**src/rtl/core/dcb_pkg.sv**
```systemverilog
`timescale 1ns / 1ps
`default_nettype none
// ----------------------------------------------------------------------------
// Descriptor chain builder package
// Shared constants, register codes and controller/datapath interface types.
// ----------------------------------------------------------------------------
package dcb_pkg;

   // Chain geometry
   localparam int MAX_DESCRIPTORS  = 64;
   localparam int CHUNK_BYTES      = 4096;
   localparam int BLOCK_BYTES      = 512;
   localparam int DESCRIPTOR_BYTES = 16;

   localparam int CHUNK_SHIFT    = $clog2(CHUNK_BYTES);
   localparam int MAX_TRANSFER   = MAX_DESCRIPTORS * CHUNK_BYTES;

   // Field widths
   localparam int ADDR_WIDTH     = 32;
   localparam int XFER_WIDTH     = 19;
   localparam int INDEX_WIDTH    = 6;
   localparam int COUNT_WIDTH    = INDEX_WIDTH + 1;
   localparam int SIZE_WIDTH     = 13;
   localparam int BLOCK_WIDTH    = 10;
   localparam int NEED_WIDTH     = 14;
   localparam int CSR_INDEX_WIDTH = 1;
   localparam int CSR_DATA_WIDTH  = 32;

   // Register indexes
   localparam logic [CSR_INDEX_WIDTH-1:0] CSR_TABLE_BASE  = 1'd0;
   localparam logic [CSR_INDEX_WIDTH-1:0] CSR_TABLE_BYTES = 1'd1;

   // Register reset values
   localparam logic [ADDR_WIDTH-1:0] TABLE_BASE_RESET  = '0;
   localparam logic [SIZE_WIDTH-1:0] TABLE_BYTES_RESET = 13'd1024;

   // Control word bits
   localparam logic [31:0] CW_OWN   = 32'h8000_0000;
   localparam logic [31:0] CW_CHAIN = 32'h0000_0010;
   localparam logic [31:0] CW_FIRST = 32'h0000_0008;
   localparam logic [31:0] CW_LAST  = 32'h0000_0004;
   localparam logic [31:0] CW_NOINT = 32'h0000_0002;

   typedef enum logic {
      ST_IDLE,
      ST_EMIT
   } dcb_state_type;

   // Controller to datapath
   typedef struct packed {
      logic load;
      logic advance;
   } dcb_cmd_type;

   // Datapath to controller
   typedef struct packed {
      logic last;
   } dcb_status_type;

endpackage
`default_nettype wire

```
**src/rtl/core/dma_descriptor_chain_builder_unit.sv**
```systemverilog
`timescale 1ns / 1ps
`default_nettype none
// ----------------------------------------------------------------------------
// DMA descriptor chain builder
// Turns one transfer request into its chained list of DMA descriptors.
// ----------------------------------------------------------------------------
// Each accepted request is cut into 4096-byte chunks and yields one
// descriptor per chunk on the rsp channel, index 0 first, with the last one
// flagged by end_of_chain; a zero, oversized or misaligned request, or one
// whose chain does not fit the table, yields a single result with
// request_error set and all other fields zero. A request is accepted in
// the idle state; its descriptors then follow from the datapath's
// descriptor counter, one descriptor per cycle while rsp_ready is held high.
// The next request is taken once the last result of the current one has
// been taken. Write the table registers only while the block is idle.
module dma_descriptor_chain_builder_unit (
   input  wire logic                                 clock,
   input  wire logic                                 reset,
   input  wire logic                                 csr_valid,
   output logic                                      csr_ready,
   input  wire logic [dcb_pkg::CSR_INDEX_WIDTH-1:0]  csr_index,
   input  wire logic [dcb_pkg::CSR_DATA_WIDTH-1:0]   csr_write_data,
   input  wire logic                                 req_valid,
   output logic                                      req_ready,
   input  wire logic [dcb_pkg::ADDR_WIDTH-1:0]       req_buffer_address,
   input  wire logic [dcb_pkg::XFER_WIDTH-1:0]       req_transfer_bytes,
   output logic                                      rsp_valid,
   input  wire logic                                 rsp_ready,
   output logic [dcb_pkg::INDEX_WIDTH-1:0]           rsp_descriptor_index,
   output logic [31:0]                               rsp_control_word,
   output logic [dcb_pkg::SIZE_WIDTH-1:0]            rsp_chunk_size,
   output logic [dcb_pkg::ADDR_WIDTH-1:0]            rsp_chunk_address,
   output logic [dcb_pkg::ADDR_WIDTH-1:0]            rsp_next_address,
   output logic [dcb_pkg::BLOCK_WIDTH-1:0]           rsp_block_size_value,
   output logic                                      rsp_end_of_chain,
   output logic                                      rsp_request_error
);
   import dcb_pkg::*;

   dcb_cmd_type    cmd;
   dcb_status_type status;

   // Table registers take a write every cycle
   assign csr_ready = 1'b1;

   dcb_ctrl u_ctrl (
      .clock     (clock),
      .reset     (reset),
      .req_valid (req_valid),
      .req_ready (req_ready),
      .rsp_valid (rsp_valid),
      .rsp_ready (rsp_ready),
      .cmd       (cmd),
      .status    (status)
   );

   dcb_datapath u_datapath (
      .clock                (clock),
      .reset                (reset),
      .csr_write            (csr_valid && csr_ready),
      .csr_index            (csr_index),
      .csr_write_data       (csr_write_data),
      .req_buffer_address   (req_buffer_address),
      .req_transfer_bytes   (req_transfer_bytes),
      .cmd                  (cmd),
      .status               (status),
      .rsp_descriptor_index (rsp_descriptor_index),
      .rsp_control_word     (rsp_control_word),
      .rsp_chunk_size       (rsp_chunk_size),
      .rsp_chunk_address    (rsp_chunk_address),
      .rsp_next_address     (rsp_next_address),
      .rsp_block_size_value (rsp_block_size_value),
      .rsp_end_of_chain     (rsp_end_of_chain),
      .rsp_request_error    (rsp_request_error)
   );

   // A new request is never taken while a result is pending
   a_one_request: assert property (@(posedge clock) disable iff (reset)
      !(rsp_valid && req_ready))
      else $error("request taken while results pending");

   // Every accepted request produces a result in the next cycle
   a_result_follows: assert property (@(posedge clock) disable iff (reset)
      (req_valid && req_ready) |=> rsp_valid)
      else $error("no result after accepted request");

   // An error result carries nothing else
   a_error_clean: assert property (@(posedge clock) disable iff (reset)
      (rsp_valid && rsp_request_error) |->
         (!rsp_end_of_chain && rsp_control_word == '0 && rsp_next_address == '0))
      else $error("error result carries descriptor data");

   // The chain ends after its final result is taken
   a_chain_ends: assert property (@(posedge clock) disable iff (reset)
      (rsp_valid && rsp_ready && (rsp_end_of_chain || rsp_request_error)) |=> !rsp_valid)
      else $error("results continue past end of chain");

   // Taking a middle descriptor moves to the next index
   a_index_steps: assert property (@(posedge clock) disable iff (reset)
      (rsp_valid && rsp_ready && !rsp_end_of_chain && !rsp_request_error) |=>
         (rsp_valid && rsp_descriptor_index ==
            INDEX_WIDTH'($past(rsp_descriptor_index) + INDEX_WIDTH'(1))))
      else $error("descriptor index did not advance");

endmodule
`default_nettype wire

```
**src/rtl/core/dcb_ctrl.sv**
```systemverilog
`timescale 1ns / 1ps
`default_nettype none
// ----------------------------------------------------------------------------
// Descriptor chain builder controller
// Sequences request accept and descriptor emission, one descriptor a cycle while rsp_ready is high.
// ----------------------------------------------------------------------------
module dcb_ctrl (
   input  wire logic                    clock,
   input  wire logic                    reset,
   input  wire logic                    req_valid,
   output logic                         req_ready,
   output logic                         rsp_valid,
   input  wire logic                    rsp_ready,
   output dcb_pkg::dcb_cmd_type         cmd,
   input  wire dcb_pkg::dcb_status_type status
);
   import dcb_pkg::*;

   dcb_state_type state_ff;
   dcb_state_type state_in;

   // State register
   always_ff @(posedge clock) begin
      if (reset) begin
         state_ff <= ST_IDLE;
      end else begin
         state_ff <= state_in;
      end
   end

   // Next state and commands
   always_comb begin
      state_in    = state_ff;
      req_ready   = 1'b0;
      rsp_valid   = 1'b0;
      cmd.load    = 1'b0;
      cmd.advance = 1'b0;
      unique case (state_ff)
         ST_IDLE: begin
            req_ready = 1'b1;
            if (req_valid) begin
               cmd.load = 1'b1;
               state_in = ST_EMIT;
            end
         end
         ST_EMIT: begin
            rsp_valid = 1'b1;
            if (rsp_ready) begin
               if (status.last) begin
                  state_in = ST_IDLE;
               end else begin
                  cmd.advance = 1'b1;
               end
            end
         end
         default: begin
            state_in = ST_IDLE;
         end
      endcase
   end

endmodule
`default_nettype wire

```
**src/rtl/core/dcb_datapath.sv**
```systemverilog
`timescale 1ns / 1ps
`default_nettype none
// ----------------------------------------------------------------------------
// Descriptor chain builder datapath
// Table registers, request check and running descriptor fields.
// ----------------------------------------------------------------------------
module dcb_datapath (
   input  wire logic                                    clock,
   input  wire logic                                    reset,
   input  wire logic                                    csr_write,
   input  wire logic [dcb_pkg::CSR_INDEX_WIDTH-1:0]     csr_index,
   input  wire logic [dcb_pkg::CSR_DATA_WIDTH-1:0]      csr_write_data,
   input  wire logic [dcb_pkg::ADDR_WIDTH-1:0]          req_buffer_address,
   input  wire logic [dcb_pkg::XFER_WIDTH-1:0]          req_transfer_bytes,
   input  wire dcb_pkg::dcb_cmd_type                    cmd,
   output dcb_pkg::dcb_status_type                      status,
   output logic [dcb_pkg::INDEX_WIDTH-1:0]              rsp_descriptor_index,
   output logic [31:0]                                  rsp_control_word,
   output logic [dcb_pkg::SIZE_WIDTH-1:0]               rsp_chunk_size,
   output logic [dcb_pkg::ADDR_WIDTH-1:0]               rsp_chunk_address,
   output logic [dcb_pkg::ADDR_WIDTH-1:0]               rsp_next_address,
   output logic [dcb_pkg::BLOCK_WIDTH-1:0]              rsp_block_size_value,
   output logic                                         rsp_end_of_chain,
   output logic                                         rsp_request_error
);
   import dcb_pkg::*;

   logic [ADDR_WIDTH-1:0]  table_base_ff;
   logic [SIZE_WIDTH-1:0]  table_bytes_ff;

   logic [INDEX_WIDTH-1:0] idx_ff;
   logic [INDEX_WIDTH-1:0] last_idx_ff;
   logic [ADDR_WIDTH-1:0]  addr_ff;
   logic [ADDR_WIDTH-1:0]  next_ff;
   logic [XFER_WIDTH-1:0]  rem_ff;
   logic [BLOCK_WIDTH-1:0] blk_ff;
   logic                   err_ff;

   logic [XFER_WIDTH:0]    round_up;
   logic [COUNT_WIDTH-1:0] count;
   logic [NEED_WIDTH-1:0]  table_need;
   logic [ADDR_WIDTH-1:0]  base;
   logic                   bad_request;
   logic                   last;

   // Table registers
   always_ff @(posedge clock) begin
      if (reset) begin
         table_base_ff  <= TABLE_BASE_RESET;
         table_bytes_ff <= TABLE_BYTES_RESET;
      end else if (csr_write) begin
         unique case (csr_index)
            CSR_TABLE_BASE:  table_base_ff  <= csr_write_data;
            CSR_TABLE_BYTES: table_bytes_ff <= csr_write_data[SIZE_WIDTH-1:0];
            default: begin
            end
         endcase
      end
   end

   // Check the request and size its chain
   always_comb begin
      base        = {table_base_ff[ADDR_WIDTH-1:4], 4'h0};
      round_up    = {1'b0, req_transfer_bytes} + (XFER_WIDTH + 1)'(CHUNK_BYTES - 1);
      count       = COUNT_WIDTH'(round_up >> CHUNK_SHIFT);
      table_need  = NEED_WIDTH'(count) * NEED_WIDTH'(DESCRIPTOR_BYTES);
      bad_request = (req_transfer_bytes == '0)
                 || ({1'b0, req_transfer_bytes} > (XFER_WIDTH + 1)'(MAX_TRANSFER))
                 || (req_buffer_address[3:0] != 4'h0)
                 || (table_need > NEED_WIDTH'(table_bytes_ff));
   end

   // Load on accept, advance one descriptor per taken result
   always_ff @(posedge clock) begin
      if (reset) begin
         idx_ff      <= '0;
         last_idx_ff <= '0;
         err_ff      <= 1'b0;
      end else if (cmd.load) begin
         idx_ff      <= '0;
         last_idx_ff <= INDEX_WIDTH'(count - COUNT_WIDTH'(1));
         err_ff      <= bad_request;
      end else if (cmd.advance) begin
         idx_ff      <= idx_ff + INDEX_WIDTH'(1);
      end
   end

   always_ff @(posedge clock) begin
      if (cmd.load) begin
         addr_ff <= req_buffer_address;
         next_ff <= base + ADDR_WIDTH'(DESCRIPTOR_BYTES);
         rem_ff  <= req_transfer_bytes;
         blk_ff  <= (req_transfer_bytes < XFER_WIDTH'(BLOCK_BYTES))
                  ? BLOCK_WIDTH'(req_transfer_bytes) : BLOCK_WIDTH'(BLOCK_BYTES);
      end else if (cmd.advance) begin
         addr_ff <= addr_ff + ADDR_WIDTH'(CHUNK_BYTES);
         next_ff <= next_ff + ADDR_WIDTH'(DESCRIPTOR_BYTES);
         rem_ff  <= rem_ff - XFER_WIDTH'(CHUNK_BYTES);
      end
   end

   // Form the current descriptor
   always_comb begin
      last          = (idx_ff == last_idx_ff);
      status.last   = err_ff || last;

      rsp_request_error    = err_ff;
      rsp_descriptor_index = '0;
      rsp_control_word     = '0;
      rsp_chunk_size       = '0;
      rsp_chunk_address    = '0;
      rsp_next_address     = '0;
      rsp_block_size_value = '0;
      rsp_end_of_chain     = 1'b0;
      if (!err_ff) begin
         rsp_descriptor_index = idx_ff;
         rsp_control_word     = CW_OWN | (last ? CW_LAST : (CW_CHAIN | CW_NOINT))
                              | ((idx_ff == '0) ? CW_FIRST : '0);
         rsp_chunk_size       = last ? SIZE_WIDTH'(rem_ff) : SIZE_WIDTH'(CHUNK_BYTES);
         rsp_chunk_address    = addr_ff;
         rsp_next_address     = last ? '0 : next_ff;
         rsp_block_size_value = blk_ff;
         rsp_end_of_chain     = last;
      end
   end

endmodule
`default_nettype wire
```
**config.mk**
```make
export PLATFORM = sky130hd
export DESIGN_NAME = dma_descriptor_chain_builder_unit
export DESIGN_NICKNAME = d
export VERILOG_FILES = /design/src/rtl/core/dcb_pkg.sv /design/src/rtl/core/dma_descriptor_chain_builder_unit.sv /design/src/rtl/core/dcb_ctrl.sv /design/src/rtl/core/dcb_datapath.sv
export SDC_FILE = /design/constraint.sdc
export NUM_CORES = 1
export LEC_CHECK = 0
export BUFFER_PORTS_ARGS = -buffer_cell sky130_fd_sc_hd__buf_2
export CAP_MARGIN = 30
export CORE_UTILIZATION = 50
export DETAILED_ROUTE_END_ITERATION = 10
export GPL_TIMING_DRIVEN = 0
export PLACE_DENSITY = 0.83
export SYNTH_ARGS = -nofsm -noshare
export SYNTH_HDL_FRONTEND = slang
export SYNTH_HIERARCHICAL = 1
export SYNTH_SLANG_ARGS = --single-unit
```
**constraint.sdc**
```tcl
create_clock -name clock -period 3.9 [get_ports clock]
set_clock_uncertainty 0.05 [all_clocks]
set_input_delay 0.195 -clock clock [delete_from_list [all_inputs] [get_ports clock]]
set_output_delay 0.195 -clock clock [all_outputs]
set_load 0.02 [all_outputs]
```
==> Word-level counts from Yosys, hierarchy flattened <==
Cells that the tools add are included.
{ "totals": {"ff_bits": 152, "inputBits": 89, "output_inout_bits": 130, "word_cells": 61} }
{ "op_classes": {"add_sub_neg": 7, "n_lt_le_gt_ge": 3, "n_eq_ne": 1, "muxes": 26, "n_bitwise": 3, "reduce_logical": 11} }
{ "op_table": {"columns": ["op", "count"], "rows": [
  ["32-bit 2-to-1 mux", 8],
  ["32-bit by 5-bit adder with 32-bit output (second input constant)", 2],
  ["19-bit 2-to-1 mux", 2],
  ["32-bit by 13-bit adder with 32-bit output (second input constant)", 1],
  ["32-bit OR", 1],
  ["13-bit 2-to-1 mux", 2],
  ["19-bit by 12-bit adder with 19-bit output (second input constant)", 1],
  ["19-bit > comparator (second input constant)", 1],
  ["19-bit logical NOT", 1],
  ["19-bit by 10-bit < comparator with 1-bit output (second input constant)", 1],
  ["19-bit by 13-bit subtractor with 19-bit output (second input constant)", 1],
  ["11-bit by 13-bit > comparator with 1-bit output", 1],
  ["10-bit 2-to-1 mux", 1],
  ["1-bit 2-to-1 mux", 9],
  ["6-bit by 1-bit adder with 6-bit output (second input constant)", 1],
  ["6-bit equality test", 1],
  ["6-bit logical NOT", 1],
  ["6-bit 2-to-1 mux", 1],
  ["6-bit by 1-bit subtractor with 6-bit output (second input constant)", 1],
  ["5-bit 2-to-1 mux", 1],
  ["1-bit logical OR", 4],
  ["4-bit 2-to-1 mux", 1],
  ["2-bit AND reduction", 2],
  ["4-bit nonzero test", 1],
  ["other kinds (4)", 5]
]} }

==> Logic depth before layout (Yosys ltp) <==
{ "logic_depth": {"ltp_word": 7, "depth_mapped": 14, "depth_no_buf": 11} }

==> Modules after synthesis <==
The synthesis kept the hierarchy.
{ "modules_own_cells": {"columns": ["mod", "n_inst", "cells_per_inst", "area_each_um2", "seq_area_each_um2"], "rows": [
  ["dcb_datapath", 1, 811, 7727.4, 3573.4],
  ["dcb_ctrl", 1, 6, 57.6, 20.0],
  ["dma_descriptor_chain_builder_unit", 1, 2, 11.3, 0.0]
]} }

==> Worst setup path before layout <==
Ideal clock, no wire load.
{ "synth_timing": {"path_kind": "flip-flop to flip-flop", "start": "register u_ctrl.state_ff", "end": "register u_datapath.next_ff[28], data pin", "setup_time_ps": 266, "arrival_time_ps": 2845, "required_ps": 3584, "path_slack_ps": 739, "stages_incl_launch_ff": 14, "path_buffers": 5, "synth_period_minus_slack_ps": 3161, "path_cell_list": "dfxtp_1 > and2b_2 > buf_6 > buf_2 > buf_4 > buf_2 > mux2_2 > ha_1 > inv_1 > a211oi_2 > and4_1 > buf_2 > nand3b_1 > xor2_1"} }
{ "synth_rtl": {"columns": ["item", "line", "source"], "rows": [
  ["from (decl)", "dcb_ctrl.sv:19", "dcb_state_type state_ff;"],
  ["from (signal assigned)", "dcb_ctrl.sv:27", "state_ff <= state_in;"],
  ["to (signal assigned)", "dcb_datapath.sv:91", "next_ff <= base + ADDR_WIDTH'(DESCRIPTOR_BYTES);"],
  ["to (signal assigned)", "dcb_datapath.sv:97", "next_ff <= next_ff + ADDR_WIDTH'(DESCRIPTOR_BYTES);"],
  ["to (decl)", "dcb_datapath.sv:34", "logic [ADDR_WIDTH-1:0] next_ff;"]
]} }

==> summary.md <==
| Metric | Value |
|---|---|
| FILL cells | 1214 |
| Overall Global Routing Usage | 0.256 |
| Hold Path Class | in -> reg |
| Count leader, synth | nand2_1 |
| IO Port Bufs | 186 |
| Min-Delay Endpoint | u_datapath/addr_ff[10] |
| Minimum clock period | 3.44 ns |
| Most used cell, CP | buf_2 |
| Gpl congestion | 0.827 |
| DR WL/cell | 15.5 µm |
| Largest net degree at the start of global routing | 30 |
| Fin. max-slew vios | 0 |
| M2 GR Usage | 0.464 |
| Met3 Use GR | 0.0451 |
| Yosys warnings | 6 |
| CTS root buf | clkbuf_16 |
| DRC violations left | 0 |
| Yosys top cell by area | edfxtp_1 |
| Slowest Stage Delay on Critical Path | 0.38 ns |
| RSZ-0062 raised after global routing | no |
| Critical Path Sink Type | flop |
| Final WL | 20.2 mm |
| Routed Antenna Nets | 0 |
| CP bufs+invs | 6 |
| Final Instance Area | 0.0101 mm² |
| Core box area | 0.0152 mm² |
| Netlist Area Pre-Place | 0.00780 mm² |
| Cells after synthesis | 819 |
| WHS | 0.0113 ns |
| Critical path class | reg -> reg |
| Number of cells on the worst reg-to-reg path | 13 |
| Clock power frac | 0.362 |
| Fmax | 291 MHz |
| Vias per Instance | 5.15 |
| Sw Share | 0.296 |
| DIE AREA | 0.0161 mm² |
| Layout cells sized above 1 | 0.253 |
| R2r endpoint | u_datapath/next_ff[28] |
| Status | finished clean |
| Crit path cell chain | and2b_4 -> buf_6 -> buf_2 -> buf_4 -> buf_2 -> mux2_2 -> ha_1 -> inv_1 -> a211oi_4 -> and4_1 -> buf_2 -> nand3b_1 -> xor2_1 |
| Via count | 6696 |
| Max_cap viols | 0 |
| Crit path launch type | flop |
| Met1 Usage GRT | 0.301 |
| Antenna violations before repair | 0 |
| Final layout net count | 1199 |
| Tcrit/Tclk final | 0.882 |
| Power, Total | 4.25 mW |
| Max clock buf depth | 2 |
| Reg2reg setup slack | 0.46 ns |
| CTS Sinks | 138 |
| Placed cells | 1226 |
| Clk slew on worst S/H paths | 0.06 ns |
| Clk_lat worst skew | 0.42 ns |
| Initial Utilization | 0.513 |
| Cell Rows | 45 |
| Die Ht | 127 µm |
| CP required | 4.01 ns |
| Count of cell types in the netlist | 62 |
| Seq pwr share | 0.420 |
| Total CTS buffers | 17 |
| Area delta synth->final | 29.4% |
| Synth async-reset ratio | 0 |
| Yosys reg bits | 138 |
| Post-route setup slack | 0.458 ns |
| Pwr Density | 421 mW/mm² |
| Worst vdd ir | 0.361 mV |
| Top Ports | 219 |
| Fin util | 0.664 |
| Worst reg2reg path startpoint | u_ctrl/state_ff |
| Commonest cells in the netlist | 128 x nand2_1, 83 x edfxtp_1, 75 x and2_1 |
| Cell leakage power | 4.26 nW |
| Slew of the pin with the lowest slew margin | 0.701 ns |
| Critical Path AT | 3.56 ns |
| Post-synth EDFFs | 83 |
| Grt ovf | 0 |
| Rel. slew slack | 0.533 |
| Finished Layout Cells | 1299 |
| Hold depth | 2 |
| Pre-CTS WS | 0.0111 ns |
| Pre-antenna DRT Iters | 5 |
| Synth top area share | 0.320 |
| NetSw | 1.26 mW |
| Avg Synthesized Cell Area | 9.52 µm² |
| Starting DRT DRC Count | 375 |
| Comb pwr share | 0.217 |
| CTS H-tree lvls | 4 |
| Synth top area cells | edfxtp_1 32%, dfxtp_1 14%, nand2_1 6.2% |
| TritonCTS clock tree | built |
| Number of global-route vias before repair | 6431 |
| Diodes inserted | 0 |
| Primary FF master, synth | edfxtp_1 |
| Placed cell area | 0.00911 mm² |
| Int Pwr | 2.99 mW |
| CP max stage cell | a211oi_4 |
| Setup TNS | 0 ns |
| Crit-path max FO | 10 |
| Most Crowded Layer GR | met2 |
| First-pass GRT wire length | 31.8 mm |
| Seq/Total Area, Yosys | 0.461 |
| Worst Hold Launch | req_buffer_address[10] |
| Die width | 127 µm |
| Cell family with most CP delay | buffers and inverters |
| Hpwl dp | 14.3 mm |
| Setup violations, final | 0 |
| Fin. Hold Viols | 0 |
==> worst max-delay path by stage <==
| stage | startpoint | endpoint | slack (ns) | cells past startpoint |
|---|---|---|---|---|
| after floorplan | u_ctrl/state_ff | u_datapath/next_ff[28] | 0.74 | 13 |
| after global placement | u_ctrl/state_ff | u_datapath/next_ff[28] | 0.05 | 13 |
| after detailed placement | u_ctrl/state_ff | u_datapath/next_ff[28] | 0.01 | 14 |
| after CTS | u_ctrl/state_ff | u_datapath/next_ff[28] | 0.07 | 14 |
| after global routing | u_ctrl/state_ff | u_datapath/next_ff[28] | 0.26 | 14 |
| final | u_ctrl/state_ff | u_datapath/next_ff[28] | 0.46 | 13 |
==> metal layers <==
layer,vias to the layer above,part of all wire
li1,3301,-
met1,3117,0.41
met2,252,0.52
met3,26,0.059
met4,0,0.016
met5,-,0
==> worst register-to-register path, cell delays in order, from the launching register on <==
cell      delay [ns]
dfxtp_1         0.34
and2b_4         0.29
buf_6           0.16
buf_2           0.24
buf_4           0.24
buf_2           0.31
mux2_2          0.21
ha_1            0.19
inv_1           0.09
a211oi_4        0.38
and4_1          0.25
buf_2           0.17
nand3b_1        0.11
xor2_1          0.16
==> repair_timing <==
| action | in CTS | in global routing |
|---|---|---|
| setup buffers | 0 | 1 |
| gates resized for setup | 1 | 1 |
| hold endpoints to repair | 48 | 0 |
| endpoints found under the setup margin | 2 | 4 |
| hold buffers | 40 | 0 |
==> layout by cell type, fill, tap and decap left out, types with 24 or more instances in the layout <==
cell type | netlist | layout
a21oi_1 | 46 | 46
mux2i_1 | 27 | 27
o21ai_0 | 24 | 24
edfxtp_1 | 83 | 83
buf_2 | 10 | 197
xor2_1 | 35 | 35
inv_1 | 26 | 26
dlygate4sd3_1 | 0 | 40
and2_1 | 75 | 75
conb_1 | 2 | 32
nand2_1 | 128 | 128
nor2_1 | 27 | 27
xnor2_1 | 31 | 31
nor2b_1 | 48 | 48
dfxtp_1 | 55 | 55
buf_4 | 35 | 36
==> sequential cells by signal (all words and copies together) (netlist names) <==
name / cells
u_datapath/table_base_ff: 28
u_ctrl/state_ff: 1
u_datapath/table_bytes_ff: 13
u_datapath/next_ff: 28
u_datapath/rsp_request_error: 1
u_datapath/rem_ff: 13
u_datapath/blk_ff: 10
u_datapath/idx_ff: 6
u_datapath/last_idx_ff: 6
u_datapath/addr_ff: 32
==> cell type report <==
class	instances	area, µm²	share of cell area
clock buffers	18	429	0.0425
repair buffers	230	1380	0.137
clock inverters	14	130	0.0129
multi-input cells	610	3790	0.375
plain buffers	75	440	0.0436
inverters	26	97.6	0.00967
well taps	188	235	0.0233
flip-flops and latches	138	3590	0.356
==> power groups by stage <==
stage               combinational, mW  sequential [mW]  clock (mW)
floorplan                       0.602             1.79           0
global placement                0.860             1.81           0
detailed placement              0.882             1.81           0
CTS                             0.919             1.78        1.55
global route                     1.01             1.80        1.61
finish                          0.923             1.79        1.54
==> logic make-up after synthesis <==
group / count (synthesis) / synth area share
fa+ha+maj: 12 / 0.0193
buf+inv: 101 / 0.0690
compound gates: 99 / 0.0798
mux: 31 / 0.0404
xor+xnor: 66 / 0.0741
simple gates: 370 / 0.255
other cells: 2 / 0.000963
flops: 138 / 0.461
(Power assumes the default switching activity.)
